[src/sv/pli_pkg.sv]
// Shared constants and types for the piecewise-linear interpolator.
package pli_pkg;

    localparam int MAX_POINTS = 64;
    localparam int IDX_W      = $clog2(MAX_POINTS);
    localparam int CNT_W      = 7;
    localparam int DATA_W     = 32;
    localparam int PADDR_W    = 3;

    typedef enum logic [1:0] {
        MODE_WRITE   = 2'd0,
        MODE_QUERY_X = 2'd1,
        MODE_QUERY_Y = 2'd2,
        MODE_UNUSED  = 2'd3
    } mode_t;

    typedef enum logic [1:0] {
        ST_OK        = 2'd0,
        ST_FEW       = 2'd1,
        ST_ZERO_SEG  = 2'd2,
        ST_SATURATED = 2'd3
    } status_t;

    localparam logic [PADDR_W-1:0] ADDR_POINT_COUNT = '0;

endpackage

[src/sv/pli_div.sv]
// Restoring divider: 64-bit dividend by 32-bit divisor, one quotient bit per cycle.
module pli_div (
    input  logic                          clk,
    input  logic                          rst_n,
    input  logic                          start,
    input  logic [2*pli_pkg::DATA_W-1:0]  dividend,
    input  logic [pli_pkg::DATA_W-1:0]    divisor,
    output logic                          done,
    output logic [2*pli_pkg::DATA_W-1:0]  quotient
);

    localparam int W = pli_pkg::DATA_W;

    logic [2*W-1:0] quo_reg;
    logic [W-1:0]   rem_reg;
    logic [W-1:0]   dvs_reg;
    logic [6:0]     cnt_reg;
    logic           busy_reg;
    logic           done_reg;

    logic [W:0]     rem_sh;
    logic           fits;
    logic [W:0]     rem_sub;

    always_comb
    begin
        rem_sh  = {rem_reg, quo_reg[2*W-1]};
        fits    = rem_sh >= {1'b0, dvs_reg};
        rem_sub = rem_sh - {1'b0, dvs_reg};
    end

    always_ff @(posedge clk or negedge rst_n)
    begin
        if (!rst_n)
        begin
            quo_reg  <= '0;
            rem_reg  <= '0;
            dvs_reg  <= '0;
            cnt_reg  <= '0;
            busy_reg <= 1'b0;
            done_reg <= 1'b0;
        end
        else
        begin
            done_reg <= 1'b0;
            if (start)
            begin
                quo_reg  <= dividend;
                rem_reg  <= '0;
                dvs_reg  <= divisor;
                cnt_reg  <= 7'(2*W);
                busy_reg <= 1'b1;
            end
            else if (busy_reg)
            begin
                rem_reg <= fits ? rem_sub[W-1:0] : rem_sh[W-1:0];
                quo_reg <= {quo_reg[2*W-2:0], fits};
                cnt_reg <= cnt_reg - 7'd1;
                if (cnt_reg == 7'd1)
                begin
                    busy_reg <= 1'b0;
                    done_reg <= 1'b1;
                end
            end
        end
    end

    assign done     = done_reg;
    assign quotient = quo_reg;

endmodule

[config.mk]
export PLATFORM = sky130hd
export DESIGN_NAME = pli_div
export DESIGN_NICKNAME = d
export VERILOG_FILES = /design/src/sv/pli_pkg.sv /design/src/sv/pli_div.sv
export SDC_FILE = /design/constraint.sdc
export NUM_CORES = 1
export LEC_CHECK = 0
export ABC_CLOCK_PERIOD_IN_PS = 7000
export CAP_MARGIN = 20
export CORE_ASPECT_RATIO = 1.1
export CORE_MARGIN = 2
export CORE_UTILIZATION = 25
export DETAILED_ROUTE_END_ITERATION = 8
export DONT_BUFFER_PORTS = 1
export PLACE_DENSITY = 0.37
export SLEW_MARGIN = 20
export SYNTH_ARGS = -nofsm -noshare
export SYNTH_HDL_FRONTEND = slang
export SYNTH_SLANG_ARGS = --single-unit
[constraint.sdc]
create_clock -name clk -period 7 [get_ports clk]
set_input_delay 0.7 -clock clk [delete_from_list [all_inputs] [get_ports clk]]
set_output_delay 0.7 -clock clk [all_outputs]
set_load 0.02 [all_outputs]
==> After elaboration in Yosys (flattened, before gate mapping) <==
Index checks and enable logic that the tools add are counted.
{ "totals": {"register_bits": 137, "in_bits": 99, "output_inout_bits": 65, "wordCells": 24} }
{ "op_classes": {"addsub": 2, "n_lt_le_gt_ge": 1, "n_eq_ne": 1, "mux": 13, "reduce_logical": 1} }
{ "ops": {"columns": ["cell", "n"], "rows": [
  ["64-bit two-way mux", 2],
  ["32-bit two-way mux", 3],
  ["33-bit by 32-bit >= comparator with 1-bit output", 1],
  ["32-bit subtractor", 1],
  ["7-bit two-way mux", 2],
  ["7-bit by 1-bit == test with 1-bit output, second input constant", 1],
  ["7-bit by 1-bit subtractor with 7-bit output, second input constant", 1],
  ["1-bit two-way mux", 6],
  ["2-bit nonzero test", 1]
]} }

==> Logic depth before layout (Yosys ltp) <==
Gate-level depths: netlist of run 1.
{ "depth": {"ltp_word": 4, "depth_mapped": 14, "depth_no_buf": 11} }

==> Worst setup path after synthesis of run 1 <==
OpenSTA, ideal clock, no wires.
{ "synth_path": {"path_kind": "register to register", "from": "reg rem_reg[24]", "to": "reg rem_reg[0]", "setup_ns": 0.094, "t_arrival_ns": 2.607, "required_time_ns": 6.906, "slack_ns": 4.299, "stages_incl_launch_ff": 11, "n_path_buf": 1, "period_less_slack_ns": 2.701, "cell_sequence": "dfrtp_1 ha_1 buf_6 and4_4 and2_4 and3_4 a31o_1 or3_4 o21ai_4 mux2_2 a211oi_1"} }
{ "synth_between": {"elab_chain_len": 4} }
{ "synth_rtl": {"columns": ["element", "line", "rtl"], "rows": [
  ["start, declared", "pli_div.sv:15", "logic [W-1:0] rem_reg;"],
  ["start signal, assigned", "pli_div.sv:56", "rem_reg <= fits ? rem_sub[W-1:0] : rem_sh[W-1:0];"],
  ["33-bit by 32-bit >= comparator with 1-bit output", "pli_div.sv:28", "fits = rem_sh >= {1'b0, dvs_reg};"],
  ["32-bit two-way mux", "pli_div.sv:56", null],
  ["32-bit two-way mux", "pli_div.sv:54", "else if (busy_reg)"],
  ["32-bit two-way mux", "pli_div.sv:46", "if (start)"]
]} }
No other way between the ends. The select of a mux whose other input is x is not followed.
A chain may end at the register's enable or synchronous reset.

==> Worst setup path after layout of run 1 <==
{ "layout_path": {"from": "reg rem_reg[17]", "to": "reg rem_reg[0]"} }
Same word-level chain as after synthesis.

==> flow_metrics.py, run 1 <==
metrics = {
    "placed_design": {
        "port-buffer-count": 0,
        "dp_cells": 1231,
        "gp_congestion": 0.778,
        "dp_hpwl_um": 14300,
        "placed_area_um2": 8260,
    },
    "setup_path": {
        "crit_path_max_incr_delay_ns": 0.53,
        "critPathLaunchType": "register",
        "cp.required_ns": 7.34,
        "path_depth": 9,
        "crit_arrival_ns": 3.78,
        "critPathSlowestCell": "o21ai_4",
        "path_max_fanout": 21,
        "reg2reg_depth": 9,
        "crit_buf_inv": 0,
        "criticalPathCategory": "reg -> reg",
        "critPathCaptureType": "register",
        "cp_common_cell": "a21oi_1",
        "crit_chain": "ha_1, a21oi_1, o21ai_1, a2111oi_0, a21oi_1, or3_4, o21ai_4, mux2_2, a211oi_1",
        "crit_family": "compound AO/OA/AOI/OAI gates",
    },
    "pwr": {
        "p_sw_share_pct": 32.1,
        "p_sw_mw": 0.752,
        "p_comb_share_pct": 17.7,
        "p_leak_nw": 4.27,
        "pwr-share-seq_pct": 43.1,
        "power_density_nw_per_um2": 264,
        "clock_power_share_pct": 39.2,
        "vdd_drop_max_v": 0.000137,
        "internal-power_mw": 1.59,
    },
    "global_routing": {
        "grt_pass1_wl_um": 35400,
        "grt_max_degree": 231,
        "track_usage_pct": 13.3,
        "antenna_found_initial": 0,
        "grt-ovfl-total": 0,
        "grt_pass1_vias": 6347,
    },
    "yosys": {
        "synth-main-ff-cell": "dfrtp_1",
        "yosysSeqAreaShare_pct": 43.0,
        "yosys.cell_count.top_type": "dfrtp_1",
        "yosysWarnings": 0,
        "yosys.area.top_type": "dfrtp_1",
        "synth_top_area_share_pct": 43.0,
        "synthTopCellsByCount": "137 x dfrtp_1, 129 x nand2_1, 113 x o21ai_0, 80 x mux2i_1, 43 x nor2_1",
        "yosysUniqueCellTypes": 59,
        "ys_ff_latch": 137,
        "syn_inst": 864,
        "synth-edff-count": 0,
        "synthesis.nets": 998,
        "syn_area_per_cell_um2": 9.22,
        "synth_async_sr_flop_share_pct": 100,
        "post_synth_instance_area_um2": 7970,
        "synthTopCellsByArea": "dfrtp_1 43%, mux2i_1 10%, o21ai_0 7.1%",
    },
    "final_layout": {
        "drive_gt1_share_pct": 5.45,
        "area_delta_synth_final_pct": 11.4,
        "stdcell_count": 1264,
        "design_area_um2": 8870,
        "fin_util_pct": 28.3,
        "largest_reg_flops": 64,
        "nNetsFinal": 965,
        "fill_cells": 3334,
        "antenna_cells": 0,
    },
    "sta": {
        "report.final.slew_viol_count": 0,
        "min_period_ns": 3.44,
        "max_freq_ghz": 0.290,
        "worstMarginPinSlew_ns": 0.995,
        "hold_viol_final": 0,
        "setup_viol": 0,
        "finalCritPeriodShare_pct": 49.2,
        "rsz0062_at_grt": "false",
        "setup-tns-final_ns": 0,
        "clock_skew_ns": 0.0108,
        "relSlewSlack_pct": 33.7,
    },
    "clocking": {
        "cts_hold_buf": 1,
        "clk_pin_slew_ns": 0.06,
        "cts_tree": "built",
        "post_cts_buffers": 0,
        "cts.htree.levels": 4,
        "numCtsBuffers": 17,
        "clkLatencyLatePin_ns": 0.43,
        "cts_root_buffer": "clkbuf_16",
        "ctsResizeCount": 0,
        "clock_sinks": 137,
        "cts_buffer_depth": 2,
    },
    "routing": {
        "wirelength_um": 21600,
        "final_antenna_net_count": 0,
        "via_per_inst": 4.77,
        "drcViolationCount": 0,
        "detail_route.iter0.violations": 367,
        "first_pass_iters": 4,
        "vias": 6032,
        "wire_per_inst_um": 17.1,
    },
    "floorplanning": {
        "die_h_um": 191,
        "initial_core_util_pct": 25.4,
        "ios": 164,
        "dieArea_um2": 33300,
        "coreArea_um2": 31400,
        "die_w_um": 174,
        "core.rowCount": 68,
    },
    "status": {
        "status": "completed",
    },
    "worst_hold_path": {
        "worstHoldPathType": "in -> async",
    },
    "job": {
        "maxCapViolCount": 0,
    },
}
layer usage:
layer,part of all wire [%],track usage (%),wire (um),vias up
met5,0,0,0,-
li1,-,-,-,2986
met1,49,17.9,10600,2877
met2,45,21.0,9670,155
met4,1.1,4.04,234,0
met3,5.1,3.42,1110,14
path summary, 6_finish.rpt:
kind                        startpoint  slack [ns]            to
max in group asynchronous        rst_n        6.14      busy_reg
min                              rst_n        0.26  quotient[16]
max reg2reg                rem_reg[17]        3.56    rem_reg[0]
max                        rem_reg[17]        3.56    rem_reg[0]
min in group clk           dividend[0]        0.39   quotient[0]
min reg2reg                 cnt_reg[6]        0.51    cnt_reg[6]
logic make-up (layout without fill, tap and decap cells):
logic type / count (synthesis) / in the layout / synth area share [%]
fa+ha+maj: 35 / 35 / 5.59
simple gates: 244 / 244 / 14.0
mux: 83 / 83 / 10.5
compound gates: 240 / 240 / 18.5
xor+xnor: 31 / 31 / 3.41
buf+inv: 94 / 74 / 4.96
flops: 137 / 137 / 43.0
power groups by stage:
stage	Clock, mW	Sequential (mW)	Combinational [mW]
finish	0.919	1.01	0.416
CTS	0.961	1.01	0.425
global placement	0	1.03	0.404
floorplan	0	0.992	0.351
detailed placement	0	1.03	0.403
global route	0.993	1.03	0.480
cell type report:
type | instances | area (um2) | share of cell area (%)
tap | 420 | 526 | 5.92
timing repair buffer | 2 | 35.0 | 0.395
multi-input combinational | 633 | 4140 | 46.7
clock buffer | 19 | 443 | 4.99
sequential | 137 | 3430 | 38.7
clock inverter | 13 | 146 | 1.65
inverter | 40 | 150 | 1.69
metrics by stage:
stage / hold WS (ns) / setup slack, ns / power [mW]
6_report: 0.257 / 3.56 / 2.35
2_1_floorplan: 0.404 / 4.30 / 1.34
3_3_place_gp: 0.408 / 3.53 / 1.43
5_1_grt: 0.290 / 3.23 / 2.50
3_5_place_dp: 0.409 / 3.52 / 1.43
4_1_cts: 0.310 / 3.49 / 2.40
placed cells by master, fill, tap and decap left out, types with 9 or more instances in the layout:
cell type / Yosys / final
a211oi_1: 22 / 22
a21o_1: 12 / 12
a21oi_1: 32 / 32
and3_1: 9 / 9
clkbuf_16: 0 / 17
dfrtp_1: 137 / 136
ha_1: 34 / 34
inv_1: 39 / 39
mux2i_1: 80 / 80
nand2_1: 129 / 129
nand3_1: 10 / 10
nor2_1: 43 / 43
nor2b_1: 9 / 9
o21ai_0: 113 / 113
xnor2_1: 17 / 17
xor2_1: 14 / 14
No activity file was read; power rests on OpenSTA's default activity.
==> inputs of run 2 (changes only) <==
- ABC_CLOCK_PERIOD_IN_PS: 7000 -> 2900
- PLACE_DENSITY: 0.37 -> 0.39
- clock period: 7 -> 2.9 ns (I/O delays scaled with it)
==> run 2 against run 1 <==
Net effect: the run now ends with hold timing left; register-to-register slack lost 3.5 ns; critical path depth is the same; utilization grew 4.9 points; sequential share of layout area shrank 5.7 points; clock skew grew 0.0044 ns; global-route usage grew 1.2 points; total power grew to 2.6 times the previous value; worst hold slack lost 0.70 ns; setup slack lost 3.5 ns; die area is the same; maximum frequency grew 23%; flip-flop and latch count is the same; critical path type unchanged.
==> flow_metrics.py, run 2 (synthesis gave the netlist of run 1 again) <==
metrics = {
    "final_layout": {
        "area_delta_synth_final_pct": 30.6,
        "largest_reg_flops": 64,
        "antenna_cells": 0,
        "drive_gt1_share_pct": 9.97,
        "nNetsFinal": 1104,
        "layout_commonest_cell": "dfrtp_1",
        "final_cell_mix": "136 x dfrtp_1, 129 x nand2_1, 113 x o21ai_0",
    },
    "job": {
        "maxCapViolCount": 0,
    },
    "routing": {
        "first_pass_iters": 4,
        "wire_per_inst_um": 16.9,
        "final_antenna_net_count": 0,
        "detail_route.iter0.violations": 264,
        "via_per_inst": 4.67,
        "wirelength_um": 23700,
        "vias": 6552,
        "drcViolationCount": 0,
    },
    "sta": {
        "clock_skew_ns": 0.0152,
        "relSlewSlack_pct": 57.1,
        "hold_viol_final": 137,
        "max_freq_ghz": 0.357,
        "setup_viol": 0,
        "worstMarginPinSlew_ns": 0.644,
        "finalCritPeriodShare_pct": 96.5,
        "setup-tns-final_ns": 0,
        "fin_hold_ws_ns": -0.441,
        "report.final.slew_viol_count": 0,
        "min_period_ns": 2.80,
    },
    "setup_path": {
        "path_max_fanout": 5,
        "cp.required_ns": 3.24,
        "critPathSlowestCell": "or3_4",
        "reg2reg_from": "rem_reg[25]",
        "crit_path_max_incr_delay_ns": 0.41,
        "critPathLaunchType": "register",
        "crit_path_start": "rem_reg[25]",
        "crit_chain": "ha_1, and4_4, and2_4, and3_4, a31o_1, or3_4, o21ai_4, mux2_2, a211oi_2",
        "reg2reg_depth": 9,
        "crit_arrival_ns": 3.14,
        "critPathCaptureType": "register",
        "criticalPathCategory": "reg -> reg",
    },
    "pwr": {
        "power_density_nw_per_um2": 597,
        "internal-power_mw": 4.36,
        "p_sw_share_pct": 29.8,
        "p_comb_share_pct": 20.8,
        "vdd_drop_max_v": 0.000332,
        "p_sw_mw": 1.85,
        "clock_power_share_pct": 40.2,
        "p_leak_nw": 4.94,
        "pwr-share-seq_pct": 39.0,
    },
    "global_routing": {
        "grt_pass1_vias": 6873,
        "antenna_found_initial": 0,
        "grt_max_degree": 166,
        "grt_pass1_wl_um": 38300,
        "grt-ovfl-total": 0,
        "track_usage_pct": 14.6,
    },
    "clocking": {
        "cts_hold_buf": 105,
        "clkLatencyLatePin_ns": 0.43,
        "clock_sinks": 137,
        "numCtsBuffers": 17,
        "cts.htree.levels": 4,
        "cts_tree": "built",
        "cts_buffer_depth": 2,
        "clk_pin_slew_ns": 0.07,
        "cts_root_buffer": "clkbuf_16",
    },
    "worst_hold_path": {
        "worstHoldPathType": "in -> async",
    },
    "floorplanning": {
        "coreArea_um2": 31400,
        "core.rowCount": 68,
        "ios": 164,
        "dieArea_um2": 33300,
        "die_w_um": 174,
        "die_h_um": 191,
        "initial_core_util_pct": 25.4,
    },
    "placed_design": {
        "dp_hpwl_um": 14800,
        "gp_congestion": 0.783,
        "port-buffer-count": 0,
    },
    "status": {
        "violations": "hold timing",
        "status": "finished, violations left",
    },
}
==> run 2: worst max-delay path, delay by kind of cell (launching register included) <==
| kind | cells | cell delay [ns] |
|---|---|---|
| multiplexers | 1 | 0.37 |
| flip-flops | 1 | 0.40 |
| AO/OA/AOI/OAI | 3 | 0.64 |
| adder cells (fa/ha/maj) | 1 | 0.32 |
| AND/OR/NAND/NOR | 4 | 0.99 |
==> run 2: layer usage <==
layer,up-vias,global-route usage (%),part of all wire [%]
li1,3250,-,-
met1,3136,19.5,48
met2,150,23.4,46
met3,16,3.48,4.9
met4,0,3.98,1.2
met5,-,0,0
==> run 2: power by group through the flow <==
stage | Combinational [mW] | Clock, mW | Sequential [mW]
after global placement | 1.08 | 0 | 2.46
after global routing | 1.46 | 2.68 | 2.45
after detailed placement | 1.07 | 0 | 2.46
after floorplan | 0.848 | 0 | 2.39
final | 1.29 | 2.50 | 2.42
after CTS | 1.29 | 2.59 | 2.42
==> run 2: repair_timing <==
item,CTS,global route
gates resized for setup,0,19
hold endpoints to repair,264,137
buffers inserted,0,1
setup endpoints to repair,0,33
==> run 2: worst paths after layout <==
check / to / slack, ns
worst min register to register: cnt_reg[6] / 0.51
worst min-delay path: quotient[19] / -0.44
min in group clk: dvs_reg[25] / 0.02
max in group asynchronous: rem_reg[7] / 3.13
worst max register to register: rem_reg[0] / 0.10
worst max-delay path: rem_reg[0] / 0.10
==> run 2: through the flow <==
stage | util, % | area, um2 | power, mW | setup slack [ns] | instances
2_1_floorplan | - | 7970 | 3.24 | 0.199 | 864
3_3_place_gp | 27.3 | 8560 | 3.53 | 0.0192 | 1265
3_5_place_dp | 27.3 | 8560 | 3.53 | 0.0496 | 1265
4_1_cts | 32.8 | 10300 | 6.31 | 0.00320 | 1402
5_1_grt | 33.1 | 10400 | 6.59 | -0.0185 | 1403
6_report | 33.1 | 10400 | 6.21 | 0.102 | 1403
==> run 2: layout make-up <==
type	instances	area (um2)
multi-input cells	633	4240
clock buffers	19	433
fillers	3213	21000
flip-flops and latches	137	3430
clock inverters	13	224
well taps	420	526
inverters	40	150
repair buffers	141	1400
